==> src/sv/ilut_pkg.sv <==
`timescale 1ns / 1ps

package ilut_pkg;

  // Field widths of the request and result channels
  localparam int MODE_W   = 1;
  localparam int ADDR_W   = 12;
  localparam int ENTRY_W  = 32;
  localparam int SAMPLE_W = 16;
  localparam int VALUE_W  = 32;

  // Configuration register widths
  localparam int SCALE_W  = 24;
  localparam int OFFSET_W = 16;
  localparam int SIZE_W   = 13;

  // Configuration port
  localparam int CFG_IDX_W  = 2;
  localparam int CFG_DATA_W = 24;

  localparam logic [CFG_IDX_W-1:0] CFG_SCALE      = 2'd0;
  localparam logic [CFG_IDX_W-1:0] CFG_OFFSET     = 2'd1;
  localparam logic [CFG_IDX_W-1:0] CFG_TABLE_SIZE = 2'd2;

  // Register reset values
  localparam logic [SCALE_W-1:0]  SCALE_RESET  = 24'h100000;
  localparam logic [OFFSET_W-1:0] OFFSET_RESET = 16'h0000;
  localparam logic [SIZE_W-1:0]   SIZE_RESET   = 13'd4096;

  // Request modes
  localparam logic [MODE_W-1:0] MODE_WRITE  = 1'b0;
  localparam logic [MODE_W-1:0] MODE_LOOKUP = 1'b1;

  // Normalised position carries this many fraction bits
  localparam int POS_FRAC = 30;

  // sample - offset, exact
  localparam int DIFF_W = SAMPLE_W + 1;

  // Parameter defaults
  localparam int DEF_TABLE_DEPTH = 4096;
  localparam int DEF_FRAC_BITS   = 16;

endpackage

==> src/sv/ilut_interp.sv <==
`timescale 1ns / 1ps

module ilut_interp #(
  parameter int FRAC_BITS = ilut_pkg::DEF_FRAC_BITS
) (
  input  logic                           clk,
  input  logic                           rst,
  input  logic                           in_valid,
  output logic                           in_ready,
  input  logic [ilut_pkg::ENTRY_W-1:0]   low,
  input  logic [ilut_pkg::ENTRY_W-1:0]   high,
  input  logic [FRAC_BITS-1:0]           frac,
  input  logic                           clipped,
  output logic                           out_valid,
  input  logic                           out_ready,
  output logic [ilut_pkg::VALUE_W-1:0]   value,
  output logic                           out_clipped
);

  localparam int D_W    = ilut_pkg::ENTRY_W + 1;
  localparam int PROD_W = D_W + FRAC_BITS + 1;

  logic v6, v7, v8;
  logic en6, en7, en8;

  assign en8      = !v8 || out_ready;
  assign en7      = !v7 || en8;
  assign en6      = !v6 || en7;
  assign in_ready = en6;

  // stage 6: slope between the neighbours
  logic signed [D_W-1:0]        d6;
  logic [ilut_pkg::ENTRY_W-1:0] low6;
  logic [FRAC_BITS-1:0]         frac6;
  logic                         clip6;

  always_ff @(posedge clk) begin
    if (rst) begin
      v6 <= 1'b0;
    end else if (en6) begin
      v6 <= in_valid;
    end
  end

  always_ff @(posedge clk) begin
    if (en6) begin
      d6    <= $signed({high[ilut_pkg::ENTRY_W-1], high})
             - $signed({low[ilut_pkg::ENTRY_W-1], low});
      low6  <= low;
      frac6 <= frac;
      clip6 <= clipped;
    end
  end

  // stage 7: scale the slope by the fraction
  logic signed [PROD_W-1:0]     prod7;
  logic [ilut_pkg::ENTRY_W-1:0] low7;
  logic                         clip7;

  always_ff @(posedge clk) begin
    if (rst) begin
      v7 <= 1'b0;
    end else if (en7) begin
      v7 <= v6;
    end
  end

  always_ff @(posedge clk) begin
    if (en7) begin
      prod7 <= d6 * $signed({1'b0, frac6});
      low7  <= low6;
      clip7 <= clip6;
    end
  end

  // stage 8: floor shift and add the base entry
  logic signed [PROD_W-1:0] step;

  assign step = prod7 >>> FRAC_BITS;

  always_ff @(posedge clk) begin
    if (rst) begin
      v8 <= 1'b0;
    end else if (en8) begin
      v8 <= v7;
    end
  end

  always_ff @(posedge clk) begin
    if (en8) begin
      value       <= low7 + step[ilut_pkg::VALUE_W-1:0];
      out_clipped <= clip7;
    end
  end

  assign out_valid = v8;

endmodule

==> config.mk <==
export PLATFORM = sky130hd
export DESIGN_NAME = ilut_interp
export DESIGN_NICKNAME = d
export VERILOG_FILES = /design/src/sv/ilut_pkg.sv /design/src/sv/ilut_interp.sv
export SDC_FILE = /design/constraint.sdc
export NUM_CORES = 2
export LEC_CHECK = 0
export ABC_AREA = 1
export BUFFER_PORTS_ARGS = -buffer_cell sky130_fd_sc_hd__buf_2
export CAP_MARGIN = 20
export CORE_MARGIN = 2
export CORE_UTILIZATION = 65
export DETAILED_ROUTE_END_ITERATION = 12
export PLACE_DENSITY_LB_ADDON = 0.15
export SYNTH_ARGS = -nofsm -noshare
export SYNTH_HDL_FRONTEND = slang
export SYNTH_SLANG_ARGS = --single-unit
==> constraint.sdc <==
create_clock -name clk -period 7.75 [get_ports clk]
set_clock_uncertainty 0.05 [all_clocks]
set_input_delay 1.55 -clock clk [delete_from_list [all_inputs] [get_ports clk]]
set_output_delay 1.55 -clock clk [all_outputs]
set_load 0.01 [all_outputs]
* Word-level counts from Yosys, hierarchy flattened
Cells that the tools add are included.
** Storage, ports and cells
- Input bits :: 85
- Flip-flop bits (word level) :: 199
- Output and inout port bits :: 35
** Operators by class
- $add $sub $neg :: 2
- Multiply operators :: 1
- Reduce and logical (&&, ||, !) cells :: 6
** Operators with widths (number)
- multiplier 33 x 17 -> 48 bit :: 1
- subtractor 32 x 32 -> 33 bit :: 1
- adder 32 bit :: 1
- logical NOT 1 bit :: 3
- logical OR 1 bit :: 3

* Depth between registers and ports, before layout
- Word-level depth :: 4
- Gate-level depth with buffers :: 29

* Worst setup path before layout
OpenSTA, ideal clock, no wires.
- Path kind :: input -> output
- Start :: input out_ready
- End :: output in_ready
- Slack :: 1.853 ns
- Arrival :: 4.297 ns
- Path buffers :: 0
- Stages on the path :: 4
- Cells stage by stage :: inv_1 > nand2_1 > nor2_1 > nand2_1
** On the way
- Cells in the longest elaborated chain, start to end :: 3
** RTL lines
- start, declared :: line ilut_interp.sv:15 : input logic out_ready,
- logical OR 1 bit :: line ilut_interp.sv:26 : assign en8 = !v8 || out_ready;
- via en8 :: line ilut_interp.sv:24 : logic en6, en7, en8;
- logical OR 1 bit :: line ilut_interp.sv:27 : assign en7 = !v7 || en8;
- logical OR 1 bit :: line ilut_interp.sv:28 : assign en6 = !v6 || en7;
- end, declared :: line ilut_interp.sv:9 : output logic in_ready,
The timed path passes the listed nets, and every way through them passes these cells.

* Worst setup path after layout
- Start :: register frac6[3]
- End :: register prod7[46] (data pin)
** On the way
- Cells in the longest elaborated chain, start to end :: 1
** RTL lines
- start, declared :: line ilut_interp.sv:34 : logic [FRAC_BITS-1:0] frac6;
- start signal, assigned :: line ilut_interp.sv:50 : frac6 <= frac;
- multiplier 33 x 17 -> 48 bit :: line ilut_interp.sv:70 : prod7 <= d6 * $signed({1'b0, frac6});
- end signal, assigned :: line ilut_interp.sv:70
- end, declared :: line ilut_interp.sv:56 : logic signed [PROD_W-1:0] prod7;
No other way between the ends.
A chain may end at the register's enable or synchronous reset.

==> impl_metrics.toml <==
[cells_and_area]
mostFrequentLayoutCells = "1,022 x inv_1, 995 x nand2_1, 491 x fa_1"
finish.utilization = 0.697
nFillCells = 3631
fin_cells = 4256
area_delta_synth_final_pct = 6.15
multi_input_area_mm2 = 0.0192
seq_area_mm2 = 0.00547
drive_gt1_frac = 0.0562
final_common_cell = "inv_1"
finalNetCount = 4402
n_antenna_cell = 0

[worst_setup_path]
slowest_delay_ps = 1020
path_max_fanout = 22
slowest_stage = "edfxtp_1"
cp_data_arrival_time_ps = 6910
worst_ep_required_time_ps = 7950
cp_common_cell = "fa_1"
cp-start-kind = "flop"
worst_path_dominant_cell_family = "adder cells"
crit_buf_inv = 4
path_cells = "nand2_1 -> fa_1 -> fa_1 -> inv_1 -> fa_1 -> fa_1 -> inv_1 -> fa_1 -> inv_1 -> fa_1 -> ha_1 -> inv_1 -> nor3_1 -> and2_1 -> nand2_1 -> nor3_1 -> nand2_1 -> nand4_1 -> nand2_1"
end_kind = "flop"
crit_type = "flop to flop"

[sta]
fmax_mhz = 149
finalHoldViolCount = 0
period_needed_ps = 6710
setup_viol = 0
worst_slew_pin_slew_ps = 1190
tns_ps = 0
whs_ps = 370
fin_crit_sh = 0.866
rsz0062_at_grt = "false"
drv_slew = 0
slew_headroom = 0.208

[routing]
wl_per_cell_um = 19.0
drtIter0Drc = 2151
routed_wl_um = 80900
drc = 0
via_per_inst = 5.47
drtAntennaViolNets = 0
via_count = 23300
first_pass_iters = 5

[floorplanning]
rows = 77
fp.dieH_um = 215
initial_core_util = 0.656
die_area_mm2 = 0.0463
fp.dieW_um = 215
ioPinCount = 120
core_mm2 = 0.0441

[hold_path]
worstHoldPathType = "flop to flop"

[global_route]
grt_pass1_vias = 24300
grt_pass1_wl_um = 128000
grt_overflow_total = 0
grt_use_total = 0.363
antenna_found_initial = 1
grt_max_degree = 62

[clock_tree]
hold_buffers = 0
cts_buffers = 17
insertion_delay_ps = 490
cts_resized = 0
clk_pin_slew_ps = 70
clk_path_buf_depth = 2
cts_tree = "built"
cts_root_buf = "clkbuf_16"
h-tree-depth = 4
cts_setup_buffers = 0
cts_sinks = 183

[synthesis]
synthFlopType = "edfxtp_1"
synthMuxAreaShare = 0
yosys_warnings = 0
synth_cells = 3610
synth_xor_area_frac = 0.0212
ys_seq_elements = 183
yosys.area_share.simple = 0.179
synth_top_family_by_area = "adder cells"
synthAdderAreaFrac = 0.415
postSynthAreaPerCell_um2 = 8.02
async_flop_share = 0
synth_cell_types = 38
synth-seq-area-share = 0.189
synth_compound_area_frac = 0.0469
syn_area_mm2 = 0.0290
synth_enable_flop_cells = 180
synth_nets = 4361

[place]
dp.cells = 4221
portBuffers = 119
hpwl_um = 66200
place.gp.congestion = 0.980

[job]
maxCapViolCount = 0

[status]
status = "completed"
## synthesized netlist by cell type (9+ instances only)
library cell / instances / share of area
fa_1: 491 / 0.34
nand3_1: 80 / 0.014
nor3_1: 15 / 0.0026
o21bai_1: 23 / 0.0060
clkbuf_1: 125 / 0.016
xor2_1: 54 / 0.016
nand4_1: 27 / 0.0058
inv_1: 1023 / 0.13
a21o_1: 9 / 0.0023
a21oi_1: 121 / 0.021
nand2_1: 996 / 0.13
edfxtp_1: 180 / 0.19
o21ai_0: 54 / 0.0093
nor2_1: 149 / 0.019
ha_1: 175 / 0.076
xnor2_1: 16 / 0.0048
## cell families (layout without fill, tap and decap cells)
group | count (synthesis) | count (layout)
buffers and inverters | 1150 | 1204
AOI/OAI and AO/OA | 240 | 240
and+or+nand+nor | 1301 | 1301
xor gates and xnor gates | 70 | 70
adders and majority gates | 666 | 666
DFF | 183 | 183
## through the flow
stage / instance area (µm²) / setup WS (ps)
3_5_place_dp: 30000 / 1220
3_3_place_gp: 30000 / 993
2_1_floorplan: 29000 / 1850
4_1_cts: 30700 / 1200
5_1_grt: 30700 / 735
6_report: 30700 / 1040
## layout make-up
| cell class | count | area share |
|---|---|---|
| multi-input combinational | 2277 | 0.624 |
| sequential | 183 | 0.178 |
| inverter | 1025 | 0.125 |
| timing repair buffer | 147 | 0.0288 |
| tap | 592 | 0.0241 |
| clock buffer | 18 | 0.0140 |
| clock inverter | 14 | 0.00610 |
## sequential cells by signal, indices dropped and copies added, names as in the netlist
signal and count:
v6 1, clip7 1, out_clipped 1, value 32, d6 33, low7 32
out_valid 1, prod7 32, low6 32, frac6 16, clip6 1, v7 1
## worst reg2reg max path: cells and delay by family (launching register included)
family        cells  cell delay, ps
fa+ha+maj         7            3720
buf+inv           4             410
flops             1            1020
simple gates      8            1280
## path summary, 6_finish.rpt
path | startpoint | endpoint | slack, ps | cells after the start
max | frac6[3] | prod7[46] | 1040 | 19
min | low6[5] | low7[5] | 370 | 0
max reg2reg | frac6[3] | prod7[46] | 1040 | 19
min reg2reg | low6[5] | low7[5] | 370 | 0
## routing by layer
layer | share of wire | GRT usage | vias to the layer above
li1 | - | - | 10600
met1 | 0.40 | 0.479 | 11400
met2 | 0.48 | 0.607 | 1110
met3 | 0.080 | 0.0603 | 189
met4 | 0.039 | 0.143 | 2
met5 | 0.00015 | 0 | -
Power is not shown: default switching activity piles up to over one toggle a cycle in this logic, so the estimate is an artifact.
