--- config.mk ---
export PLATFORM = sky130hd
export DESIGN_NAME = ilut_norm
export DESIGN_NICKNAME = d
export VERILOG_FILES = /design/src/sv/ilut_pkg.sv /design/src/sv/ilut_norm.sv
export SDC_FILE = /design/constraint.sdc
export NUM_CORES = 2
export LEC_CHECK = 0
export ABC_AREA = 1
export BUFFER_PORTS_ARGS = -buffer_cell sky130_fd_sc_hd__clkbuf_2
export CORE_MARGIN = 2
export CORE_UTILIZATION = 30
export CTS_BUF_LIST = sky130_fd_sc_hd__clkbuf_8
export DETAILED_ROUTE_END_ITERATION = 6
export PLACE_DENSITY_LB_ADDON = 0.15
export SLEW_MARGIN = 5
export SYNTH_ARGS = -nofsm -noshare
export SYNTH_HDL_FRONTEND = slang
export SYNTH_SLANG_ARGS = --single-unit
--- constraint.sdc ---
create_clock -name clk -period 14.7 [get_ports clk]
set_clock_uncertainty 0.1 [all_clocks]
set_input_delay 2.205 -clock clk [delete_from_list [all_inputs] [get_ports clk]]
set_output_delay 2.205 -clock clk [all_outputs]
set_load 0.05 [all_outputs]
--- src/sv/ilut_pkg.sv ---
`timescale 1ns / 1ps

package ilut_pkg;

  // Field widths of the request and result channels
  localparam int MODE_W   = 1;
  localparam int ADDR_W   = 12;
  localparam int ENTRY_W  = 32;
  localparam int SAMPLE_W = 16;
  localparam int VALUE_W  = 32;

  // Configuration register widths
  localparam int SCALE_W  = 24;
  localparam int OFFSET_W = 16;
  localparam int SIZE_W   = 13;

  // Configuration port
  localparam int CFG_IDX_W  = 2;
  localparam int CFG_DATA_W = 24;

  localparam logic [CFG_IDX_W-1:0] CFG_SCALE      = 2'd0;
  localparam logic [CFG_IDX_W-1:0] CFG_OFFSET     = 2'd1;
  localparam logic [CFG_IDX_W-1:0] CFG_TABLE_SIZE = 2'd2;

  // Register reset values
  localparam logic [SCALE_W-1:0]  SCALE_RESET  = 24'h100000;
  localparam logic [OFFSET_W-1:0] OFFSET_RESET = 16'h0000;
  localparam logic [SIZE_W-1:0]   SIZE_RESET   = 13'd4096;

  // Request modes
  localparam logic [MODE_W-1:0] MODE_WRITE  = 1'b0;
  localparam logic [MODE_W-1:0] MODE_LOOKUP = 1'b1;

  // Normalised position carries this many fraction bits
  localparam int POS_FRAC = 30;

  // sample - offset, exact
  localparam int DIFF_W = SAMPLE_W + 1;

  // Parameter defaults
  localparam int DEF_TABLE_DEPTH = 4096;
  localparam int DEF_FRAC_BITS   = 16;

endpackage

--- src/sv/ilut_norm.sv ---
`timescale 1ns / 1ps

module ilut_norm #(
  parameter int TABLE_DEPTH = ilut_pkg::DEF_TABLE_DEPTH,
  parameter int FRAC_BITS   = ilut_pkg::DEF_FRAC_BITS,
  parameter int IDX_W       = (TABLE_DEPTH > 1) ? $clog2(TABLE_DEPTH) : 1
) (
  input  logic                                    clk,
  input  logic                                    rst,
  // request side
  input  logic                                    in_valid,
  output logic                                    in_ready,
  input  logic [ilut_pkg::MODE_W-1:0]             mode,
  input  logic [ilut_pkg::ADDR_W-1:0]             address,
  input  logic [ilut_pkg::ENTRY_W-1:0]            entry,
  input  logic [ilut_pkg::SAMPLE_W-1:0]           sample,
  // configuration
  input  logic [ilut_pkg::SCALE_W-1:0]            scale,
  input  logic [ilut_pkg::OFFSET_W-1:0]           offset,
  input  logic [ilut_pkg::SIZE_W-1:0]             table_size,
  // towards the table
  output logic                                    out_valid,
  input  logic                                    out_ready,
  output logic [ilut_pkg::MODE_W-1:0]             out_mode,
  output logic [ilut_pkg::ADDR_W-1:0]             out_address,
  output logic [ilut_pkg::ENTRY_W-1:0]            out_entry,
  output logic [IDX_W-1:0]                        out_idx,
  output logic [IDX_W-1:0]                        out_idx_hi,
  output logic [FRAC_BITS-1:0]                    out_frac,
  output logic                                    out_clipped
);

  localparam int DIFF_W = ilut_pkg::DIFF_W;
  localparam int P1_W   = DIFF_W + IDX_W + 1;
  localparam int POS_W  = P1_W + ilut_pkg::SCALE_W;
  localparam int PF     = ilut_pkg::POS_FRAC;

  // stage valids and enables
  logic v1, v2, v3, v4;
  logic en1, en2, en3, en4;

  assign en4      = !v4 || out_ready;
  assign en3      = !v3 || en4;
  assign en2      = !v2 || en3;
  assign en1      = !v1 || en2;
  assign in_ready = en1;

  // last usable index: table_size - 1, limited to the physical depth
  logic [ilut_pkg::SIZE_W-1:0] size_m1;
  logic [IDX_W-1:0]            last0;

  always_comb begin
    size_m1 = (table_size == '0) ? '0 : table_size - ilut_pkg::SIZE_W'(1);
    if (32'(size_m1) > 32'(TABLE_DEPTH - 1)) begin
      last0 = IDX_W'(TABLE_DEPTH - 1);
    end else begin
      last0 = IDX_W'(size_m1);
    end
  end

  // stage 1: offset removal
  logic [ilut_pkg::MODE_W-1:0]  mode1;
  logic [ilut_pkg::ADDR_W-1:0]  addr1;
  logic [ilut_pkg::ENTRY_W-1:0] entry1;
  logic signed [DIFF_W-1:0]     diff1;
  logic [IDX_W-1:0]             last1;

  always_ff @(posedge clk) begin
    if (rst) begin
      v1 <= 1'b0;
    end else if (en1) begin
      v1 <= in_valid;
    end
  end

  always_ff @(posedge clk) begin
    if (en1) begin
      mode1  <= mode;
      addr1  <= address;
      entry1 <= entry;
      diff1  <= $signed({sample[ilut_pkg::SAMPLE_W-1], sample})
              - $signed({offset[ilut_pkg::OFFSET_W-1], offset});
      last1  <= last0;
    end
  end

  // stage 2: multiply by the last index
  logic [ilut_pkg::MODE_W-1:0]  mode2;
  logic [ilut_pkg::ADDR_W-1:0]  addr2;
  logic [ilut_pkg::ENTRY_W-1:0] entry2;
  logic signed [P1_W-1:0]       p2;
  logic [IDX_W-1:0]             last2;

  always_ff @(posedge clk) begin
    if (rst) begin
      v2 <= 1'b0;
    end else if (en2) begin
      v2 <= v1;
    end
  end

  always_ff @(posedge clk) begin
    if (en2) begin
      mode2  <= mode1;
      addr2  <= addr1;
      entry2 <= entry1;
      p2     <= diff1 * $signed({1'b0, last1});
      last2  <= last1;
    end
  end

  // stage 3: multiply by scale, position in Q.30
  logic [ilut_pkg::MODE_W-1:0]  mode3;
  logic [ilut_pkg::ADDR_W-1:0]  addr3;
  logic [ilut_pkg::ENTRY_W-1:0] entry3;
  logic signed [POS_W-1:0]      pos3;
  logic [IDX_W-1:0]             last3;

  always_ff @(posedge clk) begin
    if (rst) begin
      v3 <= 1'b0;
    end else if (en3) begin
      v3 <= v2;
    end
  end

  always_ff @(posedge clk) begin
    if (en3) begin
      mode3  <= mode2;
      addr3  <= addr2;
      entry3 <= entry2;
      pos3   <= p2 * $signed(scale);
      last3  <= last2;
    end
  end

  // clamp the position and split it into index and fraction
  logic signed [POS_W-1:0] top;
  logic [POS_W-1:0]        cpos;
  logic                    clip;
  logic [IDX_W-1:0]        idx;
  logic [IDX_W-1:0]        idx_hi;

  always_comb begin
    top = $signed(POS_W'({last3, {PF{1'b0}}}));
    if (pos3 < 0) begin
      cpos = '0;
      clip = 1'b1;
    end else if (pos3 > top) begin
      cpos = top;
      clip = 1'b1;
    end else begin
      cpos = pos3;
      clip = 1'b0;
    end
    idx    = cpos[PF +: IDX_W];
    idx_hi = (idx == last3) ? last3 : idx + IDX_W'(1);
  end

  // stage 4: table addresses
  always_ff @(posedge clk) begin
    if (rst) begin
      v4 <= 1'b0;
    end else if (en4) begin
      v4 <= v3;
    end
  end

  always_ff @(posedge clk) begin
    if (en4) begin
      out_mode    <= mode3;
      out_address <= addr3;
      out_entry   <= entry3;
      out_idx     <= idx;
      out_idx_hi  <= idx_hi;
      out_frac    <= cpos[PF-1 -: FRAC_BITS];
      out_clipped <= clip;
    end
  end

  assign out_valid = v4;

endmodule

== Word-level counts from Yosys, hierarchy flattened ==
Index checks and enable logic that the tools add are counted.
Word-level totals
  bits of input ports: 118
  logic and storage cells: 50
  bits in registers: 362
Cells by class
  add/subtract/negate cells: 3
  multipliers: 2
  order comparisons: 3
  reduce and logical (&&, ||, !) cells: 10
  muxes and demuxes: 5
  equality and inequality tests: 1
Operators by type and width (number)
  $mux 42: 2
  $gt 54x43->1: 1
  $lt 54x1->1 const B: 1
  $mul 30x24->54: 1
  $mul 17x13->30: 1
  $sub 16x16->17: 1
  $gt 13x12->1 const B: 1
  $logic_not 13->1: 1
  $mux 13: 1
  $sub 13x1->13 const B: 1
  $add 12x1->12 const B: 1
  $eq 12x12->1: 1
  $mux 12: 1
  $logic_not 1->1: 4
  $logic_or 1x1->1: 4
  $reduce_or 2->1: 1
  $mux 1: 1

== Logic depth before layout (Yosys ltp) ==
  word-level depth: 5
  mapped depth: 28
  mapped depth without buffers: 27

== Worst setup path before layout ==
Ideal clock, no wire load.
  path kind: input to output
  from: input port out_ready
  to: output port in_ready
  path slack: 3.979 ns
  data arrival time: 8.416 ns
  required time: 12.395 ns
  stages on the path: 6
  cell sequence: nor2_1 -> inv_1 -> nor2_1 -> inv_1 -> nor2_1 -> nand2_1
Between the ends
  longest elaborated chain between the ends: 4
RTL lines
  start: declaration: RTL line ilut_norm.sv:23  | input logic out_ready,
  $logic_or 1x1->1: RTL line ilut_norm.sv:42  | assign en4 = !v4 || out_ready;
  via en4: RTL line ilut_norm.sv:40  | logic en1, en2, en3, en4;
  $logic_or 1x1->1: RTL line ilut_norm.sv:43  | assign en3 = !v3 || en4;
  via en3: RTL line ilut_norm.sv:40
  $logic_or 1x1->1: RTL line ilut_norm.sv:44  | assign en2 = !v2 || en3;
  $logic_or 1x1->1: RTL line ilut_norm.sv:45  | assign en1 = !v1 || en2;
  end: declaration: RTL line ilut_norm.sv:12  | output logic in_ready,
The timed path passes the listed nets, and every way through them passes these cells.

== Worst setup path after layout ==
  from: input port scale[0] (netlist name)
  to: register pos3[51], data pin
Between the ends
  longest elaborated chain between the ends: 1
RTL lines
  start: declaration: RTL line ilut_norm.sv:18  | input logic [ilut_pkg::SCALE_W-1:0] scale,
  $mul 30x24->54: RTL line ilut_norm.sv:132  | pos3 <= p2 * $signed(scale);
  end signal: assignment: RTL line ilut_norm.sv:132
  end: declaration: RTL line ilut_norm.sv:116  | logic signed [POS_W-1:0] pos3;
No other way between the ends.
A chain may end at the register's enable or synchronous reset.

==> impl_metrics.xml <==
<?xml version="1.0" encoding="UTF-8"?>
<metrics>
  <group name="global_routing">
    <metric name="largest_net_degree_at_the_start_of_global_routing" unit="">70</metric>
    <metric name="gr-usage-all-layers" unit="%">16.09</metric>
    <metric name="grt-ovfl-total" unit="">0</metric>
    <metric name="antenna_found_initial" unit="">4</metric>
    <metric name="grt_pass1_wl" unit="um">203300</metric>
    <metric name="via_count_of_the_first_global_routing_pass" unit="">35310</metric>
  </group>
  <group name="synth">
    <metric name="yosys.cell_types.count" unit="">52</metric>
    <metric name="yosysWarnings" unit="">0</metric>
    <metric name="synth-main-ff-cell" unit="">sky130_fd_sc_hd__edfxtp_1</metric>
    <metric name="synth_enable_flop_cells" unit="">358</metric>
    <metric name="synth_async_sr_flop_share" unit="%">0</metric>
    <metric name="synth_top_cell_area_share" unit="%">39.12</metric>
    <metric name="yosys-top-cells-area" unit="">sky130_fd_sc_hd__fa_1 (39%), sky130_fd_sc_hd__edfxtp_1 (23%), sky130_fd_sc_hd__inv_1 (12%)</metric>
    <metric name="postSynthCellCount" unit="">5142</metric>
    <metric name="synth_common_cells" unit="">sky130_fd_sc_hd__inv_1 (1553), sky130_fd_sc_hd__nand2_1 (1197), sky130_fd_sc_hd__fa_1 (928)</metric>
    <metric name="synth_top_area_cell" unit="">sky130_fd_sc_hd__fa_1</metric>
    <metric name="synth.ff_latch_count" unit="">362</metric>
    <metric name="synth.most_common_cell" unit="">sky130_fd_sc_hd__inv_1</metric>
    <metric name="post_synth.cell_area_avg" unit="um2">9.235</metric>
    <metric name="synth.cell_area" unit="um2">47490</metric>
    <metric name="sequential_area_share_after_synthesis" unit="%">22.81</metric>
    <metric name="mapped_nets" unit="">6433</metric>
  </group>
  <group name="route">
    <metric name="via_per_inst" unit="">4.336</metric>
    <metric name="post_route_drc" unit="">0</metric>
    <metric name="detail-route-antenna-nets" unit="">0</metric>
    <metric name="drtPass1Iterations" unit="">6</metric>
    <metric name="drt-initial-drc-count" unit="">1638</metric>
    <metric name="wl_per_cell" unit="um">17.11</metric>
    <metric name="via_count" unit="">32020</metric>
    <metric name="detail_route.wirelength" unit="um">126300</metric>
  </group>
  <group name="min_path">
    <metric name="hold_sp" unit="">last2[4]</metric>
    <metric name="holdCritPathClass" unit="">reg2reg</metric>
  </group>
  <group name="sta">
    <metric name="relSlewSlack" unit="%">31.59</metric>
    <metric name="setup_tns" unit="ns">0</metric>
    <metric name="min_period" unit="ns">9.146</metric>
    <metric name="slew_viol_final" unit="">0</metric>
    <metric name="hold_viol_final" unit="">0</metric>
    <metric name="setup_repair_after_global_routing_missed_its_margin" unit="">false</metric>
    <metric name="max_slew.worst_pin.slew" unit="ns">1.026</metric>
    <metric name="fmax" unit="MHz">109.3</metric>
    <metric name="timing.final.setup_violations" unit="">0</metric>
    <metric name="post-route-period-util" unit="%">62.22</metric>
  </group>
  <group name="die">
    <metric name="fp.dieW" unit="um">401.9</metric>
    <metric name="dieArea" unit="um2">161500</metric>
    <metric name="placementRows" unit="">146</metric>
    <metric name="die_h" unit="um">401.9</metric>
    <metric name="io_pins" unit="">206</metric>
    <metric name="core_footprint" unit="um2">157800</metric>
    <metric name="initial_utilization" unit="%">30.09</metric>
  </group>
  <group name="worst_setup_path">
    <metric name="worstSetupEndpointType" unit="">register</metric>
    <metric name="worstSetupStartpoint" unit="">scale[0]</metric>
    <metric name="critical_path.reg2reg.startpoint" unit="">p2[29]</metric>
    <metric name="start_kind" unit="">input port</metric>
    <metric name="worst-setup-path-type" unit="">in2reg</metric>
    <metric name="critical_path_required_time" unit="ns">15.03</metric>
    <metric name="critical_path_peak_fanout" unit="">30</metric>
    <metric name="arrival" unit="ns">9.48</metric>
  </group>
  <group name="cells_and_area">
    <metric name="syn_to_final_growth" unit="%">9.285</metric>
    <metric name="regArea" unit="um2">10830</metric>
    <metric name="final.fill_count" unit="">16590</metric>
    <metric name="nets_final" unit="">6553</metric>
    <metric name="multi_input_comb_area" unit="um2">30100</metric>
    <metric name="layout_cells_sized_above_1" unit="%">6.874</metric>
  </group>
  <group name="cts">
    <metric name="cts_tree" unit="">built</metric>
    <metric name="clk_pin_slew" unit="ns">0.07</metric>
    <metric name="numCtsBuffers" unit="">58</metric>
    <metric name="clk_path_buf_depth" unit="">3</metric>
    <metric name="quantity_of_gates_resized_following_cts" unit="">0</metric>
    <metric name="cts.repair_timing.setup_buffer_count" unit="">0</metric>
    <metric name="clk-insertion-delay-late" unit="ns">0.68</metric>
    <metric name="cts-hold-fix-buffers" unit="">0</metric>
    <metric name="numClockSinks" unit="">362</metric>
    <metric name="root_buffer" unit="">sky130_fd_sc_hd__clkbuf_8</metric>
    <metric name="cts_htree_levels" unit="">2</metric>
  </group>
  <group name="outcome">
    <metric name="status" unit="">complete, no violations</metric>
  </group>
  <group name="placement">
    <metric name="dp.final_hpwl" unit="um">102000</metric>
    <metric name="gp_congestion" unit="">0.8871</metric>
    <metric name="io_buffers" unit="">205</metric>
  </group>
  <group name="flow_run">
    <metric name="maxCapViolations" unit="">0</metric>
  </group>
</metrics>
==> cell usage in the layout, fill, tap and decap left out, drive strengths merged, types with 4 or more instances in the layout <==
cell | netlist | layout
nand4 | 22 | 22
o21ai | 66 | 66
nor4 | 5 | 5
o21a | 7 | 7
clkinv | 1 | 28
clkbuf | 174 | 263
fa | 928 | 928
bufinv | 0 | 6
a31oi | 22 | 22
ha | 245 | 245
inv | 1554 | 1568
o21bai | 9 | 9
a21boi | 6 | 6
edfxtp | 358 | 358
buf | 9 | 38
or2 | 8 | 8
a21oi | 104 | 104
dfxtp | 4 | 4
nor3 | 17 | 17
xnor2 | 45 | 45
nand2 | 1222 | 1222
nand3 | 58 | 58
nor2 | 169 | 169
xor2 | 74 | 74
a21o | 14 | 14
==> critical path: stages <==
cell and delay (ns):
sky130_fd_sc_hd__clkbuf_2 0.63, sky130_fd_sc_hd__nand2_1 0.19, sky130_fd_sc_hd__inv_1 0.18, sky130_fd_sc_hd__fa_1 0.55, sky130_fd_sc_hd__fa_1 0.72, sky130_fd_sc_hd__inv_1 0.23
sky130_fd_sc_hd__fa_1 0.57, sky130_fd_sc_hd__inv_1 0.40, sky130_fd_sc_hd__fa_1 0.54, sky130_fd_sc_hd__fa_1 0.58, sky130_fd_sc_hd__fa_1 0.43, sky130_fd_sc_hd__fa_1 0.44
sky130_fd_sc_hd__ha_1 0.38, sky130_fd_sc_hd__nand2_1 0.09, sky130_fd_sc_hd__nand2_1 0.06, sky130_fd_sc_hd__a31oi_1 0.23, sky130_fd_sc_hd__a21boi_0 0.34, sky130_fd_sc_hd__nor2_1 0.11
sky130_fd_sc_hd__a311oi_1 0.27, sky130_fd_sc_hd__nand3_1 0.15, sky130_fd_sc_hd__xor2_1 0.16
==> routing by layer <==
metal	share of wire, %	up-vias	GRT usage, %
li1	-	15050	-
met1	44	16410	21.03
met2	51	427	28.98
met3	2.6	126	1.292
met4	2.2	0	3.482
met5	0	-	0
==> final cells by class <==
cell class	instances	share of cell area, %
Timing Repair Buffer	243	2.527
Clock inverter	50	0.7980
Sequential cell	362	20.87
Inverter	1555	11.26
Tap cell	2072	4.995
Clock buffer	58	1.538
Antenna cell	2	0.009644
Multi-Input combinational cell	3042	58.01
==> flip-flops by register name, summed over array words and instances (netlist names), 12 cells and up <==
name / count
last3: 12
out_address: 12
entry2: 32
diff1: 17
entry1: 32
p2: 30
out_idx_hi: 12
out_idx: 12
last2: 12
addr2: 12
addr1: 12
addr3: 12
out_frac: 16
last1: 12
entry3: 32
pos3: 54
out_entry: 32
==> metrics by stage <==
| step | util (%) | worst slack, ns | std cells | hold WS, ns | area [um2] |
|---|---|---|---|---|---|
| floorplan | - | 3.979 | 5142 | 0.3003 | 47490 |
| global placement | 32.11 | 4.966 | 7274 | 0.3000 | 50680 |
| detailed placement | 32.11 | 4.803 | 7274 | 0.3045 | 50680 |
| CTS | 32.88 | 5.546 | 7382 | 0.2868 | 51890 |
| global route | 32.88 | 5.114 | 7384 | 0.3050 | 51900 |
| finish | 32.88 | 5.554 | 7384 | 0.3001 | 51900 |
==> path summary, 6_finish.rpt <==
kind              end  slack, ns  depth (start not counted)
max reg2reg  pos3[51]       7.14                         21
min          last3[4]       0.30                          0
max          pos3[51]       5.55                         21
min reg2reg  last3[4]       0.30                          0
==> cell families after synthesis <==
logic type | share of synthesized area, %
xor gates and xnor gates | 2.195
AOI/OAI and AO/OA | 2.875
DFF | 22.81
adders and majority gates | 45.58
buffers and inverters | 13.82
and+or+nand+nor | 12.73
Power is not shown: default switching activity piles up to over one toggle a cycle in this logic, so the estimate is an artifact.
